===== src/hdl/tdq_pkg.sv =====
// Shared types and constants for the timer deadline queue.
// Used by tdq_cell and timer_deadline_queue_core; no dependencies.
`timescale 1ns / 1ps
`default_nettype none

package tdq_pkg;

   // field widths
   localparam int SLOT_W   = 4;
   localparam int TIME_W   = 48;
   localparam int DELAY_W  = 20;
   localparam int COUNT_W  = 5;
   localparam int NEXT_W   = 30;
   localparam int SPREAD_W = 10;
   localparam int PROD_W   = 30;

   // at most this many expiry words per tick
   localparam int RESULT_LIMIT = 16;

   localparam logic [SPREAD_W-1:0] SPREAD_LAST = 10'd999;
   localparam logic [NEXT_W-1:0]   NEXT_MAX    = 30'd1048575999;
   localparam logic [PROD_W-1:0]   MS_TO_US    = 30'd1000;

   typedef enum logic [1:0] {
      CMD_ARM    = 2'd0,
      CMD_DISARM = 2'd1,
      CMD_REARM  = 2'd2,
      CMD_TICK   = 2'd3
   } cmd_type;

   typedef enum logic [2:0] {
      ST_IDLE,
      ST_MUL,
      ST_WRITE,
      ST_SCAN,
      ST_EVAL
   } state_type;

   // update broadcast to every slot cell
   typedef struct packed {
      logic              arm;
      logic              clear;
      logic [SLOT_W-1:0] slot;
      logic [TIME_W-1:0] deadline;
   } cell_op_type;

   // running minimum and armed count passed down the chain
   typedef struct packed {
      logic               valid;
      logic [SLOT_W-1:0]  slot;
      logic [TIME_W-1:0]  deadline;
      logic [COUNT_W-1:0] count;
   } cand_type;

endpackage

`default_nettype wire


===== src/hdl/tdq_cell.sv =====
// One timer slot of the deadline chain: holds armed flag and deadline, and
// merges itself into the running minimum handed on from the previous slot.
// Depends on tdq_pkg.
`timescale 1ns / 1ps
`default_nettype none

module tdq_cell #(
   parameter int INDEX = 0
) (
   input  wire logic               clock,
   input  wire logic               reset,
   input  wire tdq_pkg::cell_op_type op,
   input  wire tdq_pkg::cand_type    cand_prev,
   output tdq_pkg::cand_type         cand_out
);

   localparam int SW        = tdq_pkg::SLOT_W;
   localparam int CW        = tdq_pkg::COUNT_W;
   localparam int TW        = tdq_pkg::TIME_W;
   localparam int SLOT_SPAN = 2 ** SW;
   localparam bit REACHABLE = (INDEX < SLOT_SPAN);
   localparam logic [SW-1:0] OWN_SLOT = SW'(INDEX % SLOT_SPAN);

   logic              hit;
   logic              armed_ff;
   logic              armed_in;
   logic [TW-1:0]     deadline_ff;
   tdq_pkg::cand_type cand_ff;
   tdq_pkg::cand_type cand_in;

   // slots beyond the slot_id range can never be addressed
   assign hit = REACHABLE && (op.slot == OWN_SLOT);

   // arm wins over clear; arming an armed slot just rewrites it
   always_comb begin
      armed_in = armed_ff;
      if (hit && op.arm) begin
         armed_in = 1'b1;
      end else if (hit && op.clear) begin
         armed_in = 1'b0;
      end
   end

   // strict compare keeps the lower slot on equal deadlines
   always_comb begin
      cand_in       = cand_prev;
      cand_in.count = cand_prev.count + CW'(armed_ff);
      if (armed_ff && (!cand_prev.valid || (deadline_ff < cand_prev.deadline))) begin
         cand_in.valid    = 1'b1;
         cand_in.slot     = OWN_SLOT;
         cand_in.deadline = deadline_ff;
      end
   end

   always_ff @(posedge clock) begin
      if (reset) begin
         armed_ff <= 1'b0;
         cand_ff  <= '0;
      end else begin
         armed_ff <= armed_in;
         cand_ff  <= cand_in;
      end
   end

   // deadline store, undefined until armed
   always_ff @(posedge clock) begin
      if (hit && op.arm) begin
         deadline_ff <= op.deadline;
      end
   end

   assign cand_out = cand_ff;

endmodule

`default_nettype wire


===== src/hdl/timer_deadline_queue_core.sv =====
// Timer deadline queue top level: command sequencer, deadline arithmetic,
// output word register and the chain of tdq_cell slots. Depends on tdq_pkg.
//
//   port group | direction | handshake            | word
//   req_       | in        | req_valid/req_ready  | command, slot_id, delay_ms, now_us
//   rsp_       | out       | rsp_valid/rsp_ready  | fired, expired_slot, last,
//              |           |                      | armed_count, next_delay_us
//
// Arm, disarm and re-arm pass through the MUL, WRITE, SCAN and EVAL states; EVAL loads the word.
// A tick scans the slot chain once, and once more after each slot that it clears, before its final
// word goes out; every minimum search is one pass of the slot chain, one slot per cycle.
// One command is processed at a time; req_ready is high only when idle, and a
// new command is taken while the final word still waits in the output register.
// A stalled rsp_ready holds the sequencer before the next word is loaded.
// Synchronous active-high reset clears all slots, the time stamp and spread counter.
`timescale 1ns / 1ps
`default_nettype none

module timer_deadline_queue_core #(
   parameter int TIMER_SLOTS = 16
) (
   input  wire logic        clock,
   input  wire logic        reset,
   input  wire logic        req_valid,
   output logic             req_ready,
   input  wire logic [1:0]  req_command,
   input  wire logic [3:0]  req_slot_id,
   input  wire logic [19:0] req_delay_ms,
   input  wire logic [47:0] req_now_us,
   output logic             rsp_valid,
   input  wire logic        rsp_ready,
   output logic             rsp_fired,
   output logic [3:0]       rsp_expired_slot,
   output logic             rsp_last,
   output logic [4:0]       rsp_armed_count,
   output logic [29:0]      rsp_next_delay_us
);

   localparam int SW     = tdq_pkg::SLOT_W;
   localparam int TW     = tdq_pkg::TIME_W;
   localparam int DW     = tdq_pkg::DELAY_W;
   localparam int CW     = tdq_pkg::COUNT_W;
   localparam int NW     = tdq_pkg::NEXT_W;
   localparam int PW     = tdq_pkg::PROD_W;
   localparam int XW     = tdq_pkg::SPREAD_W;
   localparam int SCAN_W = (TIMER_SLOTS > 1) ? $clog2(TIMER_SLOTS) : 1;
   localparam int KW     = $clog2(tdq_pkg::RESULT_LIMIT);

   tdq_pkg::state_type state_ff, state_in;

   tdq_pkg::cmd_type  cmd_ff;
   logic [SW-1:0]     slot_ff;
   logic [DW-1:0]     ms_ff;
   logic [TW-1:0]     stamp_ff;
   logic [XW-1:0]     spread_ff;
   logic [PW-1:0]     prod_ff;
   logic [SCAN_W-1:0] scan_ff;
   logic [KW-1:0]     fired_n_ff;
   logic              pend_ff;
   logic [SW-1:0]     pend_slot_ff;

   logic              rsp_valid_ff;
   logic              rsp_fired_ff;
   logic [SW-1:0]     rsp_slot_ff;
   logic              rsp_last_ff;
   logic [CW-1:0]     rsp_count_ff;
   logic [NW-1:0]     rsp_delay_ff;

   logic              accept;
   logic              can_emit;
   logic              is_tick;
   logic              in_range;
   logic              expired;
   logic [TW:0]       arm_sum;
   logic [TW-1:0]     arm_deadline;
   logic [TW:0]       diff;
   logic [NW-1:0]     next_delay;

   tdq_pkg::cell_op_type op;
   logic                 do_emit;
   logic                 do_clear;
   logic                 emit_fired;
   logic                 emit_last;

   tdq_pkg::cand_type chain [TIMER_SLOTS+1];
   tdq_pkg::cand_type tail;

   // slot chain: minimum and count ripple one slot per cycle
   assign chain[0] = '0;

   for (genvar i = 0; i < TIMER_SLOTS; i++) begin : g_slot
      tdq_cell #(
         .INDEX (i)
      ) u_slot (
         .clock     (clock),
         .reset     (reset),
         .op        (op),
         .cand_prev (chain[i]),
         .cand_out  (chain[i+1])
      );
   end

   assign tail = chain[TIMER_SLOTS];

   // command decode
   assign accept   = req_valid && req_ready;
   assign can_emit = !rsp_valid_ff || rsp_ready;
   assign is_tick  = (cmd_ff == tdq_pkg::CMD_TICK);
   assign in_range = (32'(slot_ff) < TIMER_SLOTS);

   // deadline = stamp + ms * 1000 + spread, saturating at 48 bits
   assign arm_sum      = {1'b0, stamp_ff} + (TW+1)'(prod_ff) + (TW+1)'(spread_ff);
   assign arm_deadline = arm_sum[TW] ? {TW{1'b1}} : arm_sum[TW-1:0];

   // earliest deadline versus stamp
   assign expired = tail.valid && (tail.deadline <= stamp_ff);
   assign diff    = {1'b0, tail.deadline} - {1'b0, stamp_ff};

   always_comb begin
      if (!tail.valid || (tail.deadline <= stamp_ff)) begin
         next_delay = '0;
      end else if (diff[TW-1:0] > TW'(tdq_pkg::NEXT_MAX)) begin
         next_delay = tdq_pkg::NEXT_MAX;
      end else begin
         next_delay = diff[NW-1:0];
      end
   end

   // next state
   always_comb begin
      state_in = state_ff;
      case (state_ff)
         tdq_pkg::ST_IDLE: begin
            if (req_valid) begin
               state_in = tdq_pkg::ST_MUL;
            end
         end
         tdq_pkg::ST_MUL: begin
            state_in = tdq_pkg::ST_WRITE;
         end
         tdq_pkg::ST_WRITE: begin
            state_in = tdq_pkg::ST_SCAN;
         end
         tdq_pkg::ST_SCAN: begin
            if (scan_ff == '0) begin
               state_in = tdq_pkg::ST_EVAL;
            end
         end
         tdq_pkg::ST_EVAL: begin
            if (can_emit) begin
               state_in = do_clear ? tdq_pkg::ST_SCAN : tdq_pkg::ST_IDLE;
            end
         end
         default: begin
            state_in = tdq_pkg::ST_IDLE;
         end
      endcase
   end

   // outputs: slot updates and output word loads
   always_comb begin
      op         = '0;
      do_emit    = 1'b0;
      do_clear   = 1'b0;
      emit_fired = 1'b0;
      emit_last  = 1'b1;
      case (state_ff)
         tdq_pkg::ST_WRITE: begin
            op.slot     = slot_ff;
            op.deadline = arm_deadline;
            op.arm      = in_range && !is_tick && (cmd_ff != tdq_pkg::CMD_DISARM);
            op.clear    = in_range && (cmd_ff == tdq_pkg::CMD_DISARM);
         end
         tdq_pkg::ST_EVAL: begin
            if (can_emit) begin
               if (!is_tick) begin
                  do_emit = 1'b1;
               end else if (!pend_ff) begin
                  // first expired slot is cleared before its word goes out
                  do_clear = expired;
                  do_emit  = !expired;
               end else begin
                  do_emit    = 1'b1;
                  emit_fired = 1'b1;
                  do_clear   = expired && (fired_n_ff != KW'(tdq_pkg::RESULT_LIMIT - 1));
                  emit_last  = !do_clear;
               end
               op.clear = do_clear;
               op.slot  = tail.slot;
            end
         end
         default: begin
            op = '0;
         end
      endcase
   end

   // sequencer state and command registers
   always_ff @(posedge clock) begin
      if (reset) begin
         state_ff   <= tdq_pkg::ST_IDLE;
         stamp_ff   <= '0;
         spread_ff  <= '0;
         pend_ff    <= 1'b0;
         fired_n_ff <= '0;
      end else begin
         state_ff <= state_in;
         if (accept) begin
            pend_ff    <= 1'b0;
            fired_n_ff <= '0;
            if (tdq_pkg::cmd_type'(req_command) == tdq_pkg::CMD_TICK) begin
               stamp_ff <= req_now_us;
            end
         end
         if (op.arm) begin
            spread_ff <= (spread_ff == tdq_pkg::SPREAD_LAST) ? '0 : spread_ff + 1'b1;
         end
         if (do_clear) begin
            pend_ff <= 1'b1;
         end
         if (do_emit && emit_fired) begin
            fired_n_ff <= fired_n_ff + 1'b1;
         end
      end
   end

   // payload registers
   always_ff @(posedge clock) begin
      if (accept) begin
         cmd_ff  <= tdq_pkg::cmd_type'(req_command);
         slot_ff <= req_slot_id;
         ms_ff   <= req_delay_ms;
      end
      if (state_ff == tdq_pkg::ST_MUL) begin
         prod_ff <= PW'(ms_ff) * tdq_pkg::MS_TO_US;
      end
      if ((state_ff == tdq_pkg::ST_WRITE) || do_clear) begin
         scan_ff <= SCAN_W'(TIMER_SLOTS - 1);
      end else if (state_ff == tdq_pkg::ST_SCAN) begin
         scan_ff <= scan_ff - 1'b1;
      end
      if (do_clear) begin
         pend_slot_ff <= tail.slot;
      end
   end

   // output word register
   always_ff @(posedge clock) begin
      if (reset) begin
         rsp_valid_ff <= 1'b0;
      end else if (do_emit) begin
         rsp_valid_ff <= 1'b1;
      end else if (rsp_ready) begin
         rsp_valid_ff <= 1'b0;
      end
   end

   always_ff @(posedge clock) begin
      if (do_emit) begin
         rsp_fired_ff <= emit_fired;
         rsp_slot_ff  <= emit_fired ? pend_slot_ff : '0;
         rsp_last_ff  <= emit_last;
         rsp_count_ff <= tail.count;
         rsp_delay_ff <= next_delay;
      end
   end

   assign req_ready         = (state_ff == tdq_pkg::ST_IDLE);
   assign rsp_valid         = rsp_valid_ff;
   assign rsp_fired         = rsp_fired_ff;
   assign rsp_expired_slot  = rsp_slot_ff;
   assign rsp_last          = rsp_last_ff;
   assign rsp_armed_count   = rsp_count_ff;
   assign rsp_next_delay_us = rsp_delay_ff;

endmodule

`default_nettype wire


===== config.mk =====
export PLATFORM = sky130hd
export DESIGN_NAME = timer_deadline_queue_core
export DESIGN_NICKNAME = d
export VERILOG_FILES = /design/src/hdl/tdq_pkg.sv /design/src/hdl/tdq_cell.sv /design/src/hdl/timer_deadline_queue_core.sv
export SDC_FILE = /design/constraint.sdc
export NUM_CORES = 2
export LEC_CHECK = 0
export BUFFER_PORTS_ARGS = -buffer_cell sky130_fd_sc_hd__buf_4
export CAP_MARGIN = 20
export CORE_MARGIN = 1.5
export CORE_UTILIZATION = 35
export DETAILED_ROUTE_END_ITERATION = 10
export PLACE_DENSITY = 0.6
export RECOVER_POWER = 25
export SETUP_SLACK_MARGIN = 0.05
export SLEW_MARGIN = 20
export SYNTH_ARGS = -nofsm -noshare
export SYNTH_HDL_FRONTEND = slang
export SYNTH_SLANG_ARGS = --single-unit

===== constraint.sdc =====
create_clock -name clock -period 6.4 [get_ports clock]
set_input_delay 0.96 -clock clock [delete_from_list [all_inputs] [get_ports clock]]
set_output_delay 0.96 -clock clock [all_outputs]
set_load 0.02 [all_outputs]

# Word level (Yosys, flattened, before mapping)
# Index checks and enable logic that the tools add are counted.
[op_classes] addsub=21 n_mul=1 n_lt_le_gt_ge=17 eq_ne=28 mux=78 bitwise_logic=1 reduce_logical=131
[op_table] op="53-bit 2-to-1 mux" n=16
[op_table] op="48-bit < comparator" n=15
[op_table] op="48-bit 2-to-1 mux" n=2
[op_table] op="5-bit by 1-bit adder with 5-bit output" n=15
[op_table] op="1-bit logical AND" n=52
[op_table] op="48-bit by 30-bit adder with 49-bit output" n=1
[op_table] op="49-bit by 10-bit adder with 49-bit output" n=1
[op_table] op="1-bit 2-to-1 mux" n=49
[op_table] op="48-bit by 30-bit greater-than comparator with 1-bit output (second input constant)" n=1
[op_table] op="48-bit less-or-equal comparator" n=1
[op_table] op="48-bit subtractor" n=1
[op_table] op="2-bit nonzero test" n=19
[op_table] op="4-bit equality test (second input constant)" n=8
[op_table] op="2-bit OR reduction" n=16
[op_table] op="30-bit 2-to-1 mux" n=1
[op_table] op="20-bit by 7-bit multiplier with 27-bit output (second input constant)" n=1
[op_table] op="1-bit zero test" n=20
[op_table] op="1-bit logical OR" n=18
[op_table] op="4-bit by 3-bit equality test with 1-bit output (second input constant)" n=4
[op_table] op="3-bit case mux with 5 select lines" n=1
[op_table] op="10-bit by 1-bit adder with 10-bit output (second input constant)" n=1
[op_table] op="10-bit equality test (second input constant)" n=1
[op_table] op="10-bit 2-to-1 mux" n=1
[op_table] op="5-bit case mux with 2 select lines" n=1
[op_table] op="other kinds (22)" n=31
[totals] register_bits=1881 inputBits=78

# Longest topological paths before layout
[logic_depth] ltp_word=11 depth_mapped=18 depth_no_buf=18

# Hierarchy
# From an unflattened synthesis, not the netlist that was laid out.
[unflattened] hier_cells=9152 hier_area_um2=98167.9
[modules_own_cells] module="tdq_cell at g_slot[1].u_slot ..." instances=4 cells_per_inst=472 area_per_inst_um2=5206.2 seq_area_each_um2=2622.5
[modules_own_cells] module="tdq_cell at g_slot[11].u_slot ..." instances=4 cells_per_inst=472 area_per_inst_um2=5152.4 seq_area_each_um2=2622.5
[modules_own_cells] module="tdq_cell at g_slot[10].u_slot ..." instances=3 cells_per_inst=459 area_per_inst_um2=5210.0 seq_area_each_um2=2622.5
[modules_own_cells] module="timer_deadline_queue_core" instances=1 cells_per_inst=1689 area_per_inst_um2=15077.0 seq_area_each_um2=4364.2
[modules_own_cells] module="tdq_cell at g_slot[12].u_slot ..." instances=2 cells_per_inst=460 area_per_inst_um2=5208.7 seq_area_each_um2=2622.5
[modules_own_cells] module="tdq_cell at g_slot[0].u_slot" instances=1 cells_per_inst=457 area_per_inst_um2=5286.3 seq_area_each_um2=2622.5
[modules_own_cells] module="tdq_cell at g_slot[6].u_slot" instances=1 cells_per_inst=461 area_per_inst_um2=5168.7 seq_area_each_um2=2622.5
[modules_own_cells] module="tdq_cell at g_slot[15].u_slot" instances=1 cells_per_inst=472 area_per_inst_um2=5153.7 seq_area_each_um2=2622.5

# Worst setup path after synthesis
# Ideal clock, no wire load.
[synth_timing] kind="register to register" start="reg ms_ff[5]" end="reg prod_ff[29] (data pin)" t_arrival_ps=5108 setup_slack_ps=1032 stages_incl_launch_ff=19 synth_period_minus_slack_ps=5368 cell_sequence="edfxtp_1 inv_1 fa_1 fa_1 fa_1 fa_1 inv_1 ha_1 a21o_1 nor3_1 o21ai_1 a2111o_1 a31oi_1 a211oi_1 a41o_1 or4_1 a41o_1 a21oi_1 xnor2_1"
[synth_via] elab_chain_cells=1
[synth_rtl] element="from (decl)" line="timer_deadline_queue_core.sv:53" source="logic [DW-1:0] ms_ff;"
[synth_rtl] element="from (signal assigned)" line="timer_deadline_queue_core.sv:232" source="ms_ff <= req_delay_ms;"
[synth_rtl] element="20-bit by 7-bit multiplier with 27-bit output" line="timer_deadline_queue_core.sv:235" source="prod_ff <= PW'(ms_ff) * tdq_pkg::MS_TO_US;"
[synth_rtl] element="to (signal assigned)" line="timer_deadline_queue_core.sv:235"
[synth_rtl] element="to (decl)" line="timer_deadline_queue_core.sv:56" source="logic [PW-1:0] prod_ff;"
# Every way passes these cells.
# A chain may end at the register's enable or synchronous reset.

# Final worst setup path
# Ends and elaborated chain as after synthesis.

==> impl_results.md <==
- Fin crit share: 91.3%
- Clk_lat worst skew: 0.86 ns
- Dominant cell type by count on the critical path: fa_1
- Max-Cap Viols: 15
- # DRC: 0
- Slew @ Worst Pin: 4.24 ns
- Via Count: 59300
- FF+latch area: 0.0458 mm^2
- Top-area cell type share of the netlist area: 28.8%
- Power per Cell Area: 288 mW/mm^2
- Setup crit end kind: flop
- Hold WC Path Type: in -> reg
- Ports: 121
- Sequential share of the synthesized area: 50.8%
- CP startpoint kind: flop
- YS warnings: 0
- Mux contribution to synthesized area: 6.96%
- Area of the multi-input gates: 0.0399 mm^2
- XOR/XNOR share of the synthesized area: 1.32%
- Placed instance area: 0.0953 mm^2
- First-pass GRT wire length: 331000 um
- Post-DP HPWL: 160000 um
- Postcts setup bufs: 0
- Vias in the first global route: 60100
- Compound-gate portion of the synthesized area: 9.70%
- CTS tree: yes
- Final slew viol count: 1088
- Max_slew headroom: -183%
- Fin crit period: 5.84 ns
- RSZ-0062 raised after global routing: false
- Reg clk slew, reported paths: 0.06 ns
- CP peak stage delay: 0.54 ns
- Hold slack: 0.312 ns
- Total Wirelength: 210000 um
- Peak VDD IR: 0.295 mV
- Synthesized flop and latch total: 1855
- Routed Antenna Nets: 0
- H-tree levels: 4
- LEAKAGE: 39.3 nW
- CP Max Fanout: 5
- Status: finished, violations left
- Drt wl/cell: 17.3 um
- Achievable Freq: 171 MHz
- Mapped Nets: 9519
- Grt ovf: 0
- Ys async rst share: 0%
- Sink Count: 1855
- Largest family of logic cells by synthesized area: adder cells
- Die height: 511 um
- Critical path arrival: 6.42 ns
- Buffers & Inverters on Critical Path: 2
- Port Buffer Count: 120
- Largest net degree at the start of global routing: 196
- CTS Buf Count: 198
- Area growth from synthesis to layout: 12.9%
- CP cell instances: inv_1 -> fa_1 -> fa_1 -> fa_1 -> fa_1 -> inv_1 -> ha_1 -> a21o_1 -> nor3_1 -> o21ai_1 -> a2111o_1 -> a31oi_1 -> a211oi_1 -> a41o_1 -> or4_1 -> a41o_1 -> a21oi_1 -> xnor2_1
- Clock Skew: 0.0365 ns
- Crit path kind: reg -> reg
- Final setup vio count: 0
- Post-Synth Adder-Cell Area: 14.2%
- Placed cells: 11800
- Finished Cell Area: 0.102 mm^2
- PostCTS Resize Cnt: 0
- Nets: 9629
- Post-Synthesis Cells: 8462
- Clock root buffer: clkbuf_16
- Vias/cell: 4.89
- Iteration count of the initial detailed-routing pass: 6
- Sum Neg Setup Slack: 0 ns
- Slowest CP cell: fa_1
- Total core area: 0.256 mm^2
- Placer Congestion: 0.916
- Largest cells by area after synthesis: edfxtp_1 (29%), dfxtp_1 (22%), ha_1 (12%)
- Fillers: 24500
- CTS Hold Bufs: 0
- CP delay by family, top: adder cells
- CTS Buffer Depth: 3
- All-layer global routing usage: 16.0%
- Simple-gate portion of the synthesized area: 11.6%
- Hold violation total from the final report: 0
- Share of layout cells above drive strength 1: 6.82%
- Post-synth EDFFs: 866
- Die width: 511 um
- Die Area: 0.261 mm^2
- Syn avg cell area: 10.7 um^2
- Initial antenna violation count: 1
- Primary FF master, synth: dfxtp_1
- Initial DRC count: 3708
- Initial Utilization: 35.2%
- Dominant cell type by area after synthesis: edfxtp_1
- FP Rows: 186
- Critical path required time: 6.97 ns
- Failing checks: capacitance limit, slew limit
- Unique masters post-synth: 87
- Final std cells w/o fill: 12100
- Mapped Area: 0.0902 mm^2
## cell families (layout without fill, tap and decap cells)
| group | after synthesis | in the layout |
|---|---|---|
| xor+xnor | 136 | 136 |
| mux | 627 | 627 |
| buf+inv | 1261 | 1548 |
| flops | 1855 | 1855 |
| simple gates | 2297 | 2297 |
| compound gates | 1307 | 1307 |
| fa+ha+maj | 979 | 979 |
| other cells | 0 | 3 |
## layout make-up
class                   instances  share of cell area (%)
clock inverters               114                    1.36
well taps                    3384                    4.16
flip-flops and latches       1855                    45.0
multi-input cells            5346                    39.2
inverters                     933                    3.44
clock buffers                 263                    5.34
diodes                          3                 0.00737
repair buffers                238                    1.53
## per-stage QoR
stage          power (mW)  utilization [%]  setup WS, ns
6_report             29.3             39.7         0.556
5_1_grt              30.7             39.7         0.166
3_3_place_gp         17.9             37.2         0.495
4_1_cts              29.7             39.8         0.504
2_1_floorplan        16.5                -          1.03
3_5_place_dp         17.9             37.2         0.517
## cell usage after synthesis, types with 11 or more instances
cell type  count
a31oi_1       31
o211ai_1      17
nor3b_1       12
nor2b_1      137
edfxtp_1     866
nor3_1       112
xnor2_1       71
a21o_1       372
and2_1        65
a211o_1       11
buf_2         56
a22oi_1       50
xor2_1        65
o21ai_1       15
ha_1         900
and3_1        32
nand2_1      597
dfxtp_1      989
a211oi_1      18
mux2i_1      626
o21a_1        28
fa_1          79
a41oi_2       20
nand2b_1      54
a21oi_1      425
and4_1        14
clkbuf_1     239
nor4_1        16
o21ai_0      146
inv_1        931
or3_1         19
nand4_1      136
a2111oi_0     12
o311ai_0      46
nand3_1      263
buf_1         24
nor2_1       811
## flip-flops by register name (all words and copies together), names as in the netlist
| name | cells |
|---|---|
| g_slot.u_slot.deadline_ff | 768 |
| prod_ff | 27 |
| pend_ff | 1 |
| stamp_ff | 48 |
| fired_n_ff | 4 |
| rsp_valid | 1 |
| rsp_fired | 1 |
| slot_ff | 4 |
| rsp_expired_slot | 4 |
| g_slot.u_slot.armed_ff | 16 |
| g_slot.u_slot.cand_out | 902 |
| scan_ff | 4 |
| pend_slot_ff | 4 |
| state_ff | 3 |
| rsp_next_delay_us | 30 |
| ms_ff | 20 |
| spread_ff | 10 |
| rsp_last | 1 |
| rsp_armed_count | 5 |
| cmd_ff | 2 |
## power by group
group          total, mW  internal [mW]  switching, mW
logic               4.59           1.78           2.81
clock network       11.8           6.89           4.86
registers           13.0           12.8          0.179
## metal layers
| layer | vias to the layer above | share of wire, % | GRT usage [%] |
|---|---|---|---|
| met4 | 0 | 3.3 | 5.55 |
| met2 | 996 | 48 | 27.5 |
| met1 | 28300 | 45 | 20.6 |
| li1 | 29700 | - | - |
| met3 | 340 | 3.8 | 2.04 |
| met5 | - | 0 | 0 |
## cell usage in the layout (no fill, tap or decap), types with 14 or more instances in the layout
cell type and n:
dfxtp_1 989, xnor2_1 71, fa_1 79, a21o_1 371, clkbuf_1 104, and4_1 14, and2_0 18, nor3_1 107
a22oi_1 50, a211oi_1 15, xor2_1 65, bufinv_16 21, edfxtp_1 866, ha_1 900, nor4_1 15, a21oi_1 410
a21oi_2 15, nand4_1 136, or3_1 19, o21a_1 28, clkbuf_4 19, nand2b_1 54, mux2i_1 625, o211ai_1 17
o21ai_0 145, clkbuf_16 199, nand2_1 596, inv_1 931, a41oi_2 20, clkbuf_8 22, nand3_1 262, clkinv_1 20
and3_1 29, nor2_1 800, nor2b_1 135, o311ai_0 48, a31oi_1 27, buf_4 144, and2_1 47, clkinv_2 40
## final timing paths
path	slack [ns]	from	cells after the start	end
max	0.56	ms_ff[5]	18	prod_ff[29]
min	0.31	req_delay_ms[10]	1	ms_ff[10]
max reg2reg	0.56	ms_ff[5]	18	prod_ff[29]
min reg2reg	0.40	g_slot[15].u_slot.cand_out[3]	0	rsp_armed_count[3]
## worst register-to-register path, stage by stage (launching register included)
cell and delay, ns:
edfxtp_1 0.42, inv_1 0.26, fa_1 0.50, fa_1 0.54, fa_1 0.44, fa_1 0.51
inv_1 0.04, ha_1 0.36, a21o_1 0.22, nor3_1 0.15, o21ai_1 0.14, a2111o_1 0.43
a31oi_1 0.25, a211oi_1 0.15, a41o_1 0.27, or4_1 0.44, a41o_1 0.23, a21oi_1 0.16
xnor2_1 0.07
No activity file was read; power rests on OpenSTA's default activity.
